**src/design/owtr_pkg.sv**
```systemverilog
// ----------------------------------------------------------------------------
// owtr_pkg
// Shared types and constants for the one-wire temperature reader.
// ----------------------------------------------------------------------------
package owtr_pkg;

  localparam int unsigned LONG_W  = 11;
  localparam int unsigned SLOT_W  = 8;
  localparam int unsigned CIDX_W  = 3;
  localparam int unsigned STEP_W  = 4;
  localparam int unsigned BIT_W   = 3;
  localparam int unsigned BYTE_W  = 8;
  localparam int unsigned NIB_W   = 4;
  localparam int unsigned TENS_W  = 5;

  localparam logic [CIDX_W-1:0] REG_RESET_LOW     = 3'd0;
  localparam logic [CIDX_W-1:0] REG_PRESENCE_WAIT = 3'd1;
  localparam logic [CIDX_W-1:0] REG_RECOVERY      = 3'd2;
  localparam logic [CIDX_W-1:0] REG_SLOT          = 3'd3;
  localparam logic [CIDX_W-1:0] REG_CONVERT_WAIT  = 3'd4;

  localparam logic [LONG_W-1:0] RST_RESET_LOW     = 11'd480;
  localparam logic [LONG_W-1:0] RST_PRESENCE_WAIT = 11'd60;
  localparam logic [LONG_W-1:0] RST_RECOVERY      = 11'd420;
  localparam logic [SLOT_W-1:0] RST_SLOT          = 8'd60;
  localparam logic [LONG_W-1:0] RST_CONVERT_WAIT  = 11'd1000;

  localparam logic [STEP_W-1:0] STEP_RESET_A   = 4'd0;
  localparam logic [STEP_W-1:0] STEP_SKIP_A    = 4'd1;
  localparam logic [STEP_W-1:0] STEP_CONVERT   = 4'd2;
  localparam logic [STEP_W-1:0] STEP_WAIT_A    = 4'd3;
  localparam logic [STEP_W-1:0] STEP_RESET_B   = 4'd4;
  localparam logic [STEP_W-1:0] STEP_SKIP_B    = 4'd5;
  localparam logic [STEP_W-1:0] STEP_READ_CMD  = 4'd6;
  localparam logic [STEP_W-1:0] STEP_WAIT_B    = 4'd7;
  localparam logic [STEP_W-1:0] STEP_READ_LO   = 4'd8;
  localparam logic [STEP_W-1:0] STEP_READ_HI   = 4'd9;
  localparam logic [STEP_W-1:0] STEP_FINISH    = 4'd10;

  localparam logic [BYTE_W-1:0] CMD_SKIP_ROM   = 8'hCC;
  localparam logic [BYTE_W-1:0] CMD_CONVERT    = 8'h44;
  localparam logic [BYTE_W-1:0] CMD_READ_PAD   = 8'hBE;

  localparam logic [BIT_W-1:0]  LAST_BIT       = 3'd7;

  // Reciprocal of ten for 8-bit values: q = (v * 205) >> 11
  localparam logic [BYTE_W-1:0] RECIP_TEN      = 8'd205;
  localparam int unsigned       RECIP_SHIFT    = 11;

  typedef enum logic [4:0] {
    PH_IDLE   = 5'd0,
    PH_RLOW   = 5'd1,
    PH_RWAIT  = 5'd2,
    PH_RREC   = 5'd3,
    PH_WLOW   = 5'd4,
    PH_WBIT   = 5'd5,
    PH_WEND   = 5'd6,
    PH_CWAIT  = 5'd7,
    PH_RDLOW  = 5'd8,
    PH_RDREL  = 5'd9,
    PH_RDWAIT = 5'd10,
    PH_DONE   = 5'd11
  } phase_t;

  typedef struct packed {
    logic [LONG_W-1:0] reset_low_len;
    logic [LONG_W-1:0] presence_wait_len;
    logic [LONG_W-1:0] recovery_len;
    logic [SLOT_W-1:0] slot_len;
    logic [LONG_W-1:0] convert_wait_len;
  } cfg_t;

  typedef struct packed {
    logic line_drive;
    logic busy;
    logic done;
  } bus_status_t;

endpackage

```
**src/design/one_wire_temperature_reader.sv**
```systemverilog
// ----------------------------------------------------------------------------
// one_wire_temperature_reader
// One-wire bus master that reads a sensor temperature, one bus tick per
// transaction, with a registered result stage.
// ----------------------------------------------------------------------------
// Each input transaction is one bus tick and yields exactly one result
// transaction in the next cycle; a new tick is taken every cycle in which
// the result register is empty or being drained, so the only back-pressure
// comes from a stalled result side. The result reports the bus state before
// the tick is applied: line level, busy, done and the held reading split
// into whole degrees, tens, ones and tenths digits. Timing registers take
// effect at once and a zero length counts as one tick.
// ----------------------------------------------------------------------------
module one_wire_temperature_reader
  import owtr_pkg::*;
(
  input  logic              clk,
  input  logic              rst_n,
  input  logic              in_valid,
  output logic              in_stall,
  input  logic              in_start_req,
  input  logic              in_line_in,
  output logic              out_valid,
  input  logic              out_stall,
  output logic              out_line_drive,
  output logic              out_busy_res,
  output logic              out_done_res,
  output logic [BYTE_W-1:0] out_whole_degrees,
  output logic [TENS_W-1:0] out_tens_digit,
  output logic [NIB_W-1:0]  out_ones_digit,
  output logic [NIB_W-1:0]  out_tenths_digit,
  input  logic              cfg_we,
  input  logic [CIDX_W-1:0] cfg_index,
  input  logic [LONG_W-1:0] cfg_wdata
);

  cfg_t              cfg_r;
  bus_status_t       status;
  logic [BYTE_W-1:0] temperature;
  logic [NIB_W-1:0]  tenths;
  logic              accept;
  logic [15:0]       recip_prod;
  logic [TENS_W-1:0] tens;
  logic [BYTE_W-1:0] tens_x10;
  logic [BYTE_W-1:0] ones_full;

  logic              out_valid_r;
  bus_status_t       status_r;
  logic [BYTE_W-1:0] whole_r;
  logic [TENS_W-1:0] tens_r;
  logic [NIB_W-1:0]  ones_r;
  logic [NIB_W-1:0]  tenths_r;

  assign in_stall = out_valid_r && out_stall;
  assign accept   = in_valid && !in_stall;

  always_ff @(posedge clk) begin
    if (!rst_n) begin
      cfg_r.reset_low_len     <= RST_RESET_LOW;
      cfg_r.presence_wait_len <= RST_PRESENCE_WAIT;
      cfg_r.recovery_len      <= RST_RECOVERY;
      cfg_r.slot_len          <= RST_SLOT;
      cfg_r.convert_wait_len  <= RST_CONVERT_WAIT;
    end else if (cfg_we) begin
      case (cfg_index)
        REG_RESET_LOW:     cfg_r.reset_low_len     <= cfg_wdata;
        REG_PRESENCE_WAIT: cfg_r.presence_wait_len <= cfg_wdata;
        REG_RECOVERY:      cfg_r.recovery_len      <= cfg_wdata;
        REG_SLOT:          cfg_r.slot_len          <= cfg_wdata[SLOT_W-1:0];
        REG_CONVERT_WAIT:  cfg_r.convert_wait_len  <= cfg_wdata;
        default: ;
      endcase
    end
  end

  owtr_seq u_seq (
    .clk         (clk),
    .rst_n       (rst_n),
    .tick        (accept),
    .start_req   (in_start_req),
    .line_in     (in_line_in),
    .cfg         (cfg_r),
    .status      (status),
    .temperature (temperature),
    .tenths      (tenths)
  );

  assign recip_prod = temperature * RECIP_TEN;
  assign tens       = recip_prod[RECIP_SHIFT +: TENS_W];
  assign tens_x10   = {3'd0, tens} * BYTE_W'(10);
  assign ones_full  = temperature - tens_x10;

  always_ff @(posedge clk) begin
    if (!rst_n) begin
      out_valid_r <= 1'b0;
    end else if (accept) begin
      out_valid_r <= 1'b1;
    end else if (!out_stall) begin
      out_valid_r <= 1'b0;
    end
  end

  always_ff @(posedge clk) begin
    if (accept) begin
      status_r <= status;
      whole_r  <= temperature;
      tens_r   <= tens;
      ones_r   <= ones_full[NIB_W-1:0];
      tenths_r <= tenths;
    end
  end

  assign out_valid         = out_valid_r;
  assign out_line_drive    = status_r.line_drive;
  assign out_busy_res      = status_r.busy;
  assign out_done_res      = status_r.done;
  assign out_whole_degrees = whole_r;
  assign out_tens_digit    = tens_r;
  assign out_ones_digit    = ones_r;
  assign out_tenths_digit  = tenths_r;

endmodule

```
**src/design/owtr_seq.sv**
```systemverilog
// ----------------------------------------------------------------------------
// owtr_seq
// Tick sequencer: reset pulse, command writes, conversion wait and read slots.
// ----------------------------------------------------------------------------
module owtr_seq
  import owtr_pkg::*;
(
  input  logic              clk,
  input  logic              rst_n,
  input  logic              tick,
  input  logic              start_req,
  input  logic              line_in,
  input  cfg_t              cfg,
  output bus_status_t       status,
  output logic [BYTE_W-1:0] temperature,
  output logic [NIB_W-1:0]  tenths
);

  phase_t             phase_r, phase_nxt;
  logic [LONG_W-1:0]  tick_cnt_r, tick_cnt_nxt;
  logic [BIT_W-1:0]   bit_idx_r, bit_idx_nxt;
  logic [STEP_W-1:0]  step_r, step_nxt;
  logic [BYTE_W-1:0]  shift_r, shift_nxt;
  logic [BYTE_W-1:0]  low_r, low_nxt;
  logic [BYTE_W-1:0]  temp_r, temp_nxt;
  logic [NIB_W-1:0]   tenths_r, tenths_nxt;

  logic [LONG_W-1:0]  len;
  logic [LONG_W:0]    cnt_inc;
  logic               phase_end;
  logic [BYTE_W-1:0]  shift_s;
  logic               do_enter;
  logic               do_advance;
  logic [STEP_W-1:0]  enter_step;
  logic [BYTE_W-1:0]  tenths_prod;

  function automatic logic [LONG_W-1:0] at_least_one(input logic [LONG_W-1:0] v);
    at_least_one = (v == '0) ? LONG_W'(1) : v;
  endfunction

  always_comb begin
    case (phase_r)
      PH_RLOW:   len = at_least_one(cfg.reset_low_len);
      PH_RWAIT:  len = at_least_one(cfg.presence_wait_len);
      PH_RREC:   len = at_least_one(cfg.recovery_len);
      PH_WBIT:   len = at_least_one(LONG_W'(cfg.slot_len));
      PH_CWAIT:  len = at_least_one(cfg.convert_wait_len);
      PH_RDWAIT: len = at_least_one(LONG_W'(cfg.slot_len));
      default:   len = LONG_W'(1);
    endcase
  end

  assign cnt_inc     = {1'b0, tick_cnt_r} + (LONG_W+1)'(1);
  assign phase_end   = cnt_inc[LONG_W] || (cnt_inc[LONG_W-1:0] >= len);
  assign shift_s     = (phase_r == PH_RDWAIT && tick_cnt_r == '0) ?
                       {line_in, shift_r[BYTE_W-1:1]} : shift_r;
  assign tenths_prod = {4'd0, low_r[NIB_W-1:0]} * BYTE_W'(10);

  // next state
  always_comb begin
    phase_nxt    = phase_r;
    tick_cnt_nxt = tick_cnt_r;
    bit_idx_nxt  = bit_idx_r;
    step_nxt     = step_r;
    shift_nxt    = shift_r;
    low_nxt      = low_r;
    temp_nxt     = temp_r;
    tenths_nxt   = tenths_r;
    do_enter     = 1'b0;
    do_advance   = 1'b0;
    enter_step   = step_r;

    if (tick) begin
      case (phase_r)
        PH_IDLE: begin
          if (start_req) begin
            step_nxt   = STEP_RESET_A;
            enter_step = STEP_RESET_A;
            do_enter   = 1'b1;
          end
        end
        PH_DONE: begin
          phase_nxt    = PH_IDLE;
          tick_cnt_nxt = '0;
        end
        default: begin
          shift_nxt = shift_s;
          if (!phase_end) begin
            tick_cnt_nxt = cnt_inc[LONG_W-1:0];
          end else begin
            tick_cnt_nxt = '0;
            case (phase_r)
              PH_RLOW:  phase_nxt = PH_RWAIT;
              PH_RWAIT: phase_nxt = PH_RREC;
              PH_WLOW:  phase_nxt = PH_WBIT;
              PH_WBIT: begin
                shift_nxt = {1'b0, shift_s[BYTE_W-1:1]};
                if (bit_idx_r == LAST_BIT) begin
                  phase_nxt = PH_WEND;
                end else begin
                  bit_idx_nxt = bit_idx_r + BIT_W'(1);
                  phase_nxt   = PH_WLOW;
                end
              end
              PH_RDLOW: phase_nxt = PH_RDREL;
              PH_RDREL: phase_nxt = PH_RDWAIT;
              PH_RDWAIT: begin
                if (bit_idx_r == LAST_BIT) begin
                  do_advance = 1'b1;
                end else begin
                  bit_idx_nxt = bit_idx_r + BIT_W'(1);
                  phase_nxt   = PH_RDLOW;
                end
              end
              PH_RREC, PH_WEND, PH_CWAIT: do_advance = 1'b1;
              default: phase_nxt = PH_IDLE;
            endcase
          end
        end
      endcase
    end

    if (do_advance) begin
      if (step_r == STEP_READ_LO) begin
        low_nxt = shift_s;
      end else if (step_r == STEP_READ_HI) begin
        temp_nxt   = {shift_s[NIB_W-1:0], low_r[BYTE_W-1:NIB_W]};
        tenths_nxt = tenths_prod[BYTE_W-1:NIB_W];
      end
      step_nxt   = step_r + STEP_W'(1);
      enter_step = step_r + STEP_W'(1);
      do_enter   = 1'b1;
    end

    if (do_enter) begin
      tick_cnt_nxt = '0;
      bit_idx_nxt  = '0;
      case (enter_step)
        STEP_RESET_A, STEP_RESET_B: phase_nxt = PH_RLOW;
        STEP_SKIP_A, STEP_SKIP_B: begin
          shift_nxt = CMD_SKIP_ROM;
          phase_nxt = PH_WLOW;
        end
        STEP_CONVERT: begin
          shift_nxt = CMD_CONVERT;
          phase_nxt = PH_WLOW;
        end
        STEP_READ_CMD: begin
          shift_nxt = CMD_READ_PAD;
          phase_nxt = PH_WLOW;
        end
        STEP_WAIT_A, STEP_WAIT_B: phase_nxt = PH_CWAIT;
        STEP_READ_LO, STEP_READ_HI: begin
          shift_nxt = '0;
          phase_nxt = PH_RDLOW;
        end
        STEP_FINISH: phase_nxt = PH_DONE;
        default:     phase_nxt = PH_IDLE;
      endcase
    end
  end

  // outputs
  always_comb begin
    status.busy       = 1'b1;
    status.done       = 1'b0;
    status.line_drive = 1'b1;
    case (phase_r)
      PH_IDLE: status.busy = 1'b0;
      PH_DONE: begin
        status.busy = 1'b0;
        status.done = 1'b1;
      end
      PH_RLOW, PH_WLOW, PH_RDLOW: status.line_drive = 1'b0;
      PH_WBIT: status.line_drive = shift_r[0];
      default: status.line_drive = 1'b1;
    endcase
  end

  assign temperature = temp_r;
  assign tenths      = tenths_r;

  always_ff @(posedge clk) begin
    if (!rst_n) begin
      phase_r    <= PH_IDLE;
      tick_cnt_r <= '0;
      bit_idx_r  <= '0;
      step_r     <= '0;
      shift_r    <= '0;
      low_r      <= '0;
      temp_r     <= '0;
      tenths_r   <= '0;
    end else begin
      phase_r    <= phase_nxt;
      tick_cnt_r <= tick_cnt_nxt;
      bit_idx_r  <= bit_idx_nxt;
      step_r     <= step_nxt;
      shift_r    <= shift_nxt;
      low_r      <= low_nxt;
      temp_r     <= temp_nxt;
      tenths_r   <= tenths_nxt;
    end
  end

endmodule
```
**config.mk**
```make
export PLATFORM = sky130hd
export DESIGN_NAME = one_wire_temperature_reader
export DESIGN_NICKNAME = d
export VERILOG_FILES = /design/src/design/owtr_pkg.sv /design/src/design/one_wire_temperature_reader.sv /design/src/design/owtr_seq.sv
export SDC_FILE = /design/constraint.sdc
export NUM_CORES = 1
export LEC_CHECK = 0
export BUFFER_PORTS_ARGS = -buffer_cell sky130_fd_sc_hd__buf_2
export CORE_MARGIN = 2
export CORE_UTILIZATION = 53
export CTS_CLUSTER_DIAMETER = 120
export DETAILED_ROUTE_END_ITERATION = 6
export PLACE_DENSITY = 0.7
export REMOVE_ABC_BUFFERS = 1
export SETUP_SLACK_MARGIN = 0.4
export SLEW_MARGIN = 20
export SYNTH_ARGS = -nofsm -noshare
export SYNTH_HDL_FRONTEND = slang
export SYNTH_SLANG_ARGS = --single-unit
```
**constraint.sdc**
```tcl
create_clock -name clk -period 7.1 [get_ports clk]
set_input_delay 1.42 -clock clk [delete_from_list [all_inputs] [get_ports clk]]
set_output_delay 1.42 -clock clk [all_outputs]
set_load 0.02 [all_outputs]
```
==> results of run 1 <==
==> report_power, final <==
group / leakage, uW / total [uW] / switching [uW] / internal [uW]
clock network: 0.000333 / 985 / 318 / 667
logic: 0.00245 / 383 / 249 / 134
registers: 0.00106 / 787 / 32.4 / 755
==> registers in the layout, summed over array words and instances (netlist names), 4 cells and up <==
| signal | cells |
|---|---|
| u_seq.phase_r | 4 |
| out_tenths_digit | 4 |
| u_seq.tick_cnt_r | 11 |
| out_tens_digit | 5 |
| out_whole_degrees | 8 |
| cfg_r | 52 |
| u_seq.low_r | 8 |
| u_seq.shift_r | 8 |
| u_seq.tenths | 4 |
| u_seq.temperature | 8 |
| u_seq.step_r | 4 |
==> worst max-delay path, delay by kind of cell, from the launching register on <==
| family | cells | cell delay, ns |
|---|---|---|
| AO/OA/AOI/OAI | 1 | 0.33 |
| XOR/XNOR | 3 | 0.44 |
| AND/OR/NAND/NOR | 2 | 0.75 |
| flip-flops | 1 | 0.51 |
| adder cells (fa/ha/maj) | 7 | 2.53 |
| buffers and inverters | 3 | 0.19 |
==> worst paths after layout <==
path / startpoint / end / slack, ns / cells after the start
hold reg to reg: u_seq.tenths[1]$_SDFFE_PN0P_ / out_tenths_digit[1]$_DFFE_PP_ / 0.43 / 0
setup reg to reg: u_seq.temperature[2]$_SDFFE_PN0P_ / out_ones_digit[3]$_DFFE_PP_ / 2.11 / 16
hold / removal: u_seq.tenths[1]$_SDFFE_PN0P_ / out_tenths_digit[1]$_DFFE_PP_ / 0.43 / 0
setup / recovery: u_seq.temperature[2]$_SDFFE_PN0P_ / out_ones_digit[3]$_DFFE_PP_ / 2.11 / 16
==> synthesized netlist by cell type (3+ instances only) <==
master / instances
nand2_1: 138
dfxtp_1: 103
ha_1: 64
nor2_1: 55
inv_1: 50
nand3_1: 38
mux2i_1: 34
a21boi_0: 31
a21oi_1: 28
clkbuf_1: 26
edfxtp_1: 23
o21ai_0: 14
fa_1: 13
nor2b_1: 13
o211a_1: 13
xnor2_1: 13
nor3_1: 12
a22oi_1: 10
nor4_1: 10
a31oi_1: 9
buf_2: 9
and3_1: 8
o21a_1: 8
xor2_1: 8
a221oi_1: 7
nand4_1: 7
and2_1: 6
nand2b_1: 6
or4_1: 6
a21o_1: 5
buf_1: 4
o211ai_1: 4
o21ai_1: 4
or3_1: 4
a311oi_1: 3
buf_6: 3
nand3b_1: 3
or2_2: 3
==> through the flow <==
step	utilization, %	hold WS, ns
global placement	55.9	0.415
detailed placement	55.9	0.420
CTS	60.8	0.433
finish	60.9	0.431
global route	60.9	0.437
floorplan	-	0.408
==> placed cells by master (no fill, tap or decap), types with 9 or more instances in the layout <==
cell type  count
xnor2_1       13
edfxtp_1      23
fa_1          13
a22oi_1       10
nor4_1        10
nand2_1      138
a21boi_0      31
mux2i_1       34
o21ai_0       14
clkbuf_16     19
inv_1         50
dfxtp_1      103
nor3_1        12
ha_1          64
a21oi_1       28
nor2b_1       13
a31oi_1        9
nor2_1        55
buf_2         46
nand3_1       38
o211a_1       13
==> metal layers <==
layer	part of all wire, %	routed length [um]	GRT usage (%)
met5	0	0	0
met4	1.6	276	8.05
met3	4.1	697	4.23
met2	51	8690	42.6
met1	43	7440	28.9
==> cell type report <==
| type | count | area (um2) |
|---|---|---|
| clock inverter | 8 | 146 |
| tap | 180 | 225 |
| clock buffer | 24 | 534 |
| inverter | 51 | 191 |
| multi-input combinational | 612 | 4310 |
| fill | 1172 | 5400 |
| sequential | 126 | 2750 |
| timing repair buffer | 50 | 267 |
==> cells by family after synthesis <==
logic type                 count (synthesis)  synth area share, %
muxes                                     34                 4.55
AOI/OAI and AO/OA                        158                 15.8
and+or+nand+nor                          322                 20.5
DFF                                      126                 36.8
adders and majority gates                 77                 14.2
xor gates and xnor gates                  21                 2.46
buffers and inverters                     96                 5.59
==> reports/metrics.yaml, run 1 <==
logic_synthesis:
  ys_ff_latch: 126
  synth_area_leaders: "dfxtp_1 (28%), ha_1 (11%), edfxtp_1 (9.2%)"
  syn-instance-count: 834
  yosysWarningCount: 0
  synth_top_cell_by_area: "dfxtp_1"
  synth_cell_types: 67
  yosysTopAreaCellShare_pct: 27.6
  synth_async_sr_flop_share_pct: 0
  syn-cell-area_mm2: 0.00747
  ys_seq_area_share_pct: 36.8
  synth_edf_count: 23
  synth_ff_type: "dfxtp_1"
  synth_area_per_cell_um2: 8.96
floorplan:
  io_pins: 47
  coreArea_mm2: 0.0138
  num_rows: 43
  die_h_um: 123
  die_width_um: 123
  die_area_mm2: 0.0151
  start_util_pct: 54.0
timing:
  setup_viol: 0
  tns_ns: 0
  hold_viol: 0
  setup_slack_ns: 2.11
  skew_ns: 0.00954
  slew_headroom_pct: 33.1
  max_clock_freq_mhz: 201
  rsz0062_at_grt: "no"
  min_period_over_period_pct: 70.2
  worst_pin_slew_ns: 1.00
  period_needed_ns: 4.99
  slew_violations: 0
cells_and_area:
  syn_to_final_growth_pct: 12.8
  fin_nets: 956
  fin_area_mm2: 0.00843
  instances_no_fill: 1051
  antenna_cells: 0
  drive_gt1_share_pct: 12.1
setup_path:
  worst_path_largest_cell_delay_ns: 0.52
  startpoint_type: "flip-flop"
  cp_common_cell: "fa_1"
  crit_fanout: 6
  slowest_stage: "fa_1"
  crit_chain: "ha_1, inv_1, fa_1, fa_1, inv_1, fa_1, ha_1, or3_1, or2_2, o211ai_1, ha_1, inv_1, fa_1, xnor2_1, xnor2_1, xnor2_1"
  worstPathArrival_ns: 5.15
  setup.worst_path.end_class: "flip-flop"
  worstPathRequired_ns: 7.26
  path_class: "flip-flop to flip-flop"
outcome:
  status: "finished, final reports clean"
clock_tree:
  cts_setup_buffers: 0
  h-tree-depth: 4
  clk_latency_ns: 0.42
  cts-resized-gates: 0
  cts.sinks: 126
  cts_root_buf: "clkbuf_16"
  cts_buffers: 17
  cts_tree: "done"
  cts.clk_slew.worst_paths_ns: 0.06
  cts_hold_buf: 0
  cts.path.max_buffers: 2
detailed_routing:
  wl_per_cell_um: 16.3
  final_antenna_net_count: 0
  dr.pass1.iters: 5
  drc: 0
  postRouteWirelength_mm: 17.1
  vias: 6079
  drt-initial-drc-count: 427
  viasPerCell: 5.78
global_routing:
  grt_max_degree: 88
  grt_util_all_layers_pct: 23.9
  grt-ovfl-total: 0
  grt_first_pass_wirelength_mm: 28.2
  antenna_found_initial: 0
  grt_pass1_vias: 5880
pwr:
  ir_drop_mv: 0.169
  p_leak_uw: 0.00384
  power_uw: 2150
  powerDensity_mw_per_mm2: 256
placed_design:
  io_buffers: 46
  dpl.hpwl_mm: 12.4
  gp_congestion: 0.887
  placed_cells: 1018
  dpl_cell_area_mm2: 0.00773
  dp_slack_ns: 2.11
job:
  maxCapViolCount: 0
hold_path:
  hp-class: "flip-flop to flip-flop"
Note: power is estimated with default switching activity, not from simulation.
==> run 2, diff against run 1 <==
clock period = 4.78 ns   (was 7.1 ns; I/O delays follow)
==> reports/metrics.yaml, run 2 (synthesized netlist as in run 1, its figures left out) <==
floorplan:
  io_pins: 47
  num_rows: 43
  die_h_um: 123
  coreArea_mm2: 0.0138
  die_area_mm2: 0.0151
  die_width_um: 123
  start_util_pct: 54.0
outcome:
  status: "finished, final reports clean"
setup_path:
  crit_fanout: 4
  rr_endpoint: "out_ones_digit[3]$_DFFE_PP_"
  crit_start: "u_seq.temperature[5]$_SDFFE_PN0P_"
  path_class: "flip-flop to flip-flop"
  timing.rr.start: "u_seq.temperature[5]$_SDFFE_PN0P_"
  r2r_cells: 18
  rrSetupSlack_ns: 0.19
  cp-endpoint: "out_ones_digit[3]$_DFFE_PP_"
  worstPathArrival_ns: 4.76
  worstPathRequired_ns: 4.94
  setup.worst_path.end_class: "flip-flop"
  startpoint_type: "flip-flop"
clock_tree:
  h-tree-depth: 4
  cts_hold_buf: 0
  cts_root_buf: "clkbuf_16"
  cts_tree: "done"
  cts.sinks: 126
  cts.clk_slew.worst_paths_ns: 0.06
  clk_latency_ns: 0.42
  cts.path.max_buffers: 2
  cts_buffers: 17
timing:
  setup_viol: 0
  rsz0062_at_grt: "yes"
  finalHoldWorstSlack_ns: 0.435
  slew_violations: 0
  skew_ns: 0.00733
  min_period_over_period_pct: 96.1
  slew_headroom_pct: 44.6
  max_clock_freq_mhz: 218
  hold_viol: 0
  period_needed_ns: 4.59
  worst_pin_slew_ns: 0.828
pwr:
  p_leak_uw: 0.00386
  powerDensity_mw_per_mm2: 356
  ir_drop_mv: 0.240
global_routing:
  grt_pass1_vias: 5923
  grt_util_all_layers_pct: 23.5
  antenna_found_initial: 0
  grt_max_degree: 74
  grt-ovfl-total: 0
  grt_first_pass_wirelength_mm: 27.9
cells_and_area:
  antenna_cells: 0
  reg.largest.list: "cfg_r: 52 flops, u_seq.tick_cnt_r: 11 flops"
  syn_to_final_growth_pct: 14.3
  largest_reg_flops: 52
  register_area_mm2: 0.00276
  drive_gt1_share_pct: 15.3
  multiInputGateArea_mm2: 0.00441
  top_register: "cfg_r"
  most-common-layout-cells: "nand2_1 (138), dfxtp_1 (99), ha_1 (56)"
  final_common_cell: "nand2_1"
  fill_cells: 1167
  fin_nets: 969
  instances_no_fill: 1063
hold_path:
  hp-start: "u_seq.tenths[0]$_SDFFE_PN0P_"
  hp-class: "flip-flop to flip-flop"
detailed_routing:
  dr.pass1.iters: 5
  postRouteWirelength_mm: 16.8
  viasPerCell: 5.76
  wl_per_cell_um: 15.8
  drt-initial-drc-count: 378
  drc: 0
  final_antenna_net_count: 0
  vias: 6121
placed_design:
  gp_congestion: 0.896
  dpl.hpwl_mm: 12.2
  io_buffers: 46
  placed_cells: 1027
job:
  maxCapViolCount: 0
-- run 2: cell count changes in the layout (fill, tap and decap cells not counted), moves of 4 or more --
cell,previous run,this run
ha_1,64,56
buf_4,3,16
ha_4,0,5
dfxtp_2,0,4
dfxtp_1,103,99
-- run 2: worst min path at each step --
stage | slack (ns) | depth (start not counted) | to
2_1_floorplan | 0.41 | 0 | out_tenths_digit[0]$_DFFE_PP_
3_3_place_gp | 0.42 | 0 | out_tenths_digit[0]$_DFFE_PP_
3_5_place_dp | 0.42 | 0 | out_tenths_digit[1]$_DFFE_PP_
4_1_cts | 0.44 | 0 | out_tenths_digit[0]$_DFFE_PP_
5_1_grt | 0.45 | 0 | out_tenths_digit[0]$_DFFE_PP_
6_report | 0.44 | 0 | out_tenths_digit[0]$_DFFE_PP_
-- run 2: through the flow --
step	cell area (um2)	utilization [%]	setup TNS, ns	setup slack, ns	power [uW]
after floorplan	7250	-	0	0.152	1590
after global placement	7800	56.4	0	0.0156	1740
after detailed placement	7800	56.4	-0.113	-0.113	1750
after CTS	8520	61.6	0	0.158	3050
after global routing	8540	61.8	0	0.0345	3170
final	8540	61.8	0	0.186	3040
-- run 2: report_power, final --
part | total (uW) | switching, uW | internal (uW)
sequential | 1170 | 48.3 | 1120
combinational | 570 | 371 | 199
clock | 1300 | 462 | 841
total | 3040 | 882 | 2160
-- run 2: what timing repair did --
item | in CTS | in global routing
endpoints found under the setup margin | 2 | 2
setup buffers | 3 | 2
pin swaps | 16 | 7
endpoints found under the hold margin | 0 | 0
gates cloned | 0 | 0
resized for setup | 21 | 3
-- run 2: routing by layer --
metal  share of wire (%)  vias up  GRT usage (%)
li1                    -     3010              -
met1                  45     2900           29.8
met2                  49      182           39.8
met3                 4.1       29           4.00
met4                 2.0        0           9.27
met5                   0        -              0
-- run 2: area by class of cell --
cell class              count  area share, %
clock buffers              20           5.35
multi-input cells         612           51.6
inverters                  51           2.24
clock inverters            11           1.63
repair buffers             63           4.23
flip-flops and latches    126           32.3
well taps                 180           2.64
-- run 2: worst max-delay path, stage by stage (launching register included) --
cell      delay (ns)
dfxtp_2         0.33
ha_4            0.27
inv_2           0.04
fa_1            0.50
fa_1            0.52
inv_2           0.04
fa_1            0.52
ha_4            0.21
o21a_1          0.19
o21ai_2         0.19
mux2i_1         0.25
nor3_1          0.07
o211ai_1        0.15
ha_2            0.24
inv_2           0.04
fa_2            0.36
xnor2_2         0.14
xnor2_1         0.17
xnor2_1         0.10
==> run 3, diff against run 2 <==
SETUP_SLACK_MARGIN = 0.2   (was 0.4)
clock period = 5 ns   (was 4.78 ns; I/O delays follow)
==> reports/metrics.yaml, run 3 (synthesized netlist as in run 1, its figures left out) <==
outcome:
  status: "finished, final reports clean"
cells_and_area:
  fill_cells: 1171
  syn_to_final_growth_pct: 13.1
  top_register: "cfg_r"
  final_common_cell: "nand2_1"
  reg.largest.list: "cfg_r: 52 flops, u_seq.tick_cnt_r: 11 flops"
  most-common-layout-cells: "nand2_1 (138), dfxtp_1 (98), ha_1 (59)"
  drive_gt1_share_pct: 14.4
  fin_area_mm2: 0.00845
  fin_nets: 961
  largest_reg_flops: 52
  antenna_cells: 0
detailed_routing:
  viasPerCell: 5.85
  vias: 6173
  drc: 0
  wl_per_cell_um: 16.5
  dr.pass1.iters: 7
  postRouteWirelength_mm: 17.4
  drt-initial-drc-count: 518
  final_antenna_net_count: 0
setup_path:
  r2r_cells: 18
  worstPathArrival_ns: 4.93
  setup.worst_path.end_class: "flip-flop"
  crit_fanout: 5
  worstPathRequired_ns: 5.17
  path_class: "flip-flop to flip-flop"
  startpoint_type: "flip-flop"
timing:
  period_needed_ns: 4.76
  slew_violations: 0
  tns_ns: 0
  max_clock_freq_mhz: 210
  hold_viol: 0
  min_period_over_period_pct: 95.2
  slew_headroom_pct: 35.0
  finalHoldWorstSlack_ns: 0.434
  skew_ns: 0.00712
  rsz0062_at_grt: "yes"
  setup_viol: 0
  worst_pin_slew_ns: 0.973
clock_tree:
  cts.path.max_buffers: 2
  cts.clk_slew.worst_paths_ns: 0.06
  cts_hold_buf: 0
  clk_latency_ns: 0.43
  cts.sinks: 126
  cts_root_buf: "clkbuf_16"
  cts_tree: "done"
  h-tree-depth: 4
  cts_buffers: 17
global_routing:
  grt-ovfl-total: 0
  grt_util_all_layers_pct: 23.8
  grt_first_pass_wirelength_mm: 28.2
  grt_max_degree: 70
  grt_pass1_vias: 5985
  antenna_found_initial: 0
placed_design:
  gp_congestion: 0.864
  dpl_cell_area_mm2: 0.00776
  io_buffers: 46
  dpl.hpwl_mm: 12.4
floorplan:
  io_pins: 47
  die_h_um: 123
  start_util_pct: 54.0
  coreArea_mm2: 0.0138
  die_width_um: 123
  num_rows: 43
  die_area_mm2: 0.0151
pwr:
  ir_drop_mv: 0.218
  powerDensity_mw_per_mm2: 344
  p_leak_uw: 0.00382
hold_path:
  holdPathStages: 0
  hp-class: "flip-flop to flip-flop"
job:
  maxCapViolCount: 0
==> run 3: cell count changes in the layout (fill, tap and decap cells not counted), sizes merged <==
cell	previous run	this run
clkinvlp	1	3
buf	63	55
inv	53	52
==> run 3: power breakdown <==
| part | switching [uW] | internal [uW] |
|---|---|---|
| registers | 48.6 | 1070 |
| logic | 351 | 190 |
| clock network | 449 | 802 |
| total | 849 | 2060 |
==> run 3: cell type report <==
cell class,instances,area (um2),share of cell area [%]
well taps,180,225,2.66
inverters,51,191,2.26
multi-input cells,612,4380,51.8
clock buffers,20,457,5.40
clock inverters,12,141,1.67
repair buffers,55,298,3.52
flip-flops and latches,126,2760,32.7
==> run 3: what timing repair did <==
item / 4_1_cts / 5_1_grt
gates cloned: 0 / 0
endpoints found under the setup margin: 1 / 1
endpoints found under the hold margin: 0 / 0
buffers inserted: 1 / 1
resized for setup: 6 / 15
pin swaps: 1 / 15
==> run 3: final timing paths <==
kind / from / to / slack (ns)
setup / recovery: u_seq.temperature[5]$_SDFFE_PN0P_ / out_ones_digit[3]$_DFFE_PP_ / 0.24
hold / removal: u_seq.tenths[1]$_SDFFE_PN0P_ / out_tenths_digit[1]$_DFFE_PP_ / 0.43
setup reg to reg: u_seq.temperature[5]$_SDFFE_PN0P_ / out_ones_digit[3]$_DFFE_PP_ / 0.24
hold reg to reg: u_seq.tenths[1]$_SDFFE_PN0P_ / out_tenths_digit[1]$_DFFE_PP_ / 0.43
==> run 3: metrics by stage <==
step / instances / power, uW / utilization [%] / setup WS, ns
after global placement: 1022 / 1660 / 56.1 / 0.199
after CTS: 1055 / 2910 / 60.7 / 0.206
after global routing: 1056 / 3030 / 61.1 / 0.0613
after floorplan: 789 / 1520 / - / 0.372
after detailed placement: 1022 / 1670 / 56.1 / 0.0334
final: 1056 / 2910 / 61.1 / 0.241
==> run 3: worst max-delay path, cell delays in order (launching register included) <==
cell and delay (ns):
dfxtp_4 0.36, ha_4 0.27, inv_2 0.04, fa_1 0.49, fa_1 0.51, inv_2 0.05, fa_1 0.55, ha_4 0.21
o21a_1 0.19, o21ai_2 0.22, mux2i_1 0.26, nor3_1 0.08, o211ai_1 0.15, ha_2 0.23, inv_2 0.04, fa_2 0.37
xnor2_2 0.15, xnor2_1 0.23, xnor2_1 0.10
==> run 3: per-layer routing <==
layer	global-route usage [%]	vias up	share of wire, %
met3	4.37	44	4.7
met2	40.8	214	50
li1	-	2983	-
met4	9.77	0	2.3
met1	29.3	2932	43
met5	0	-	0
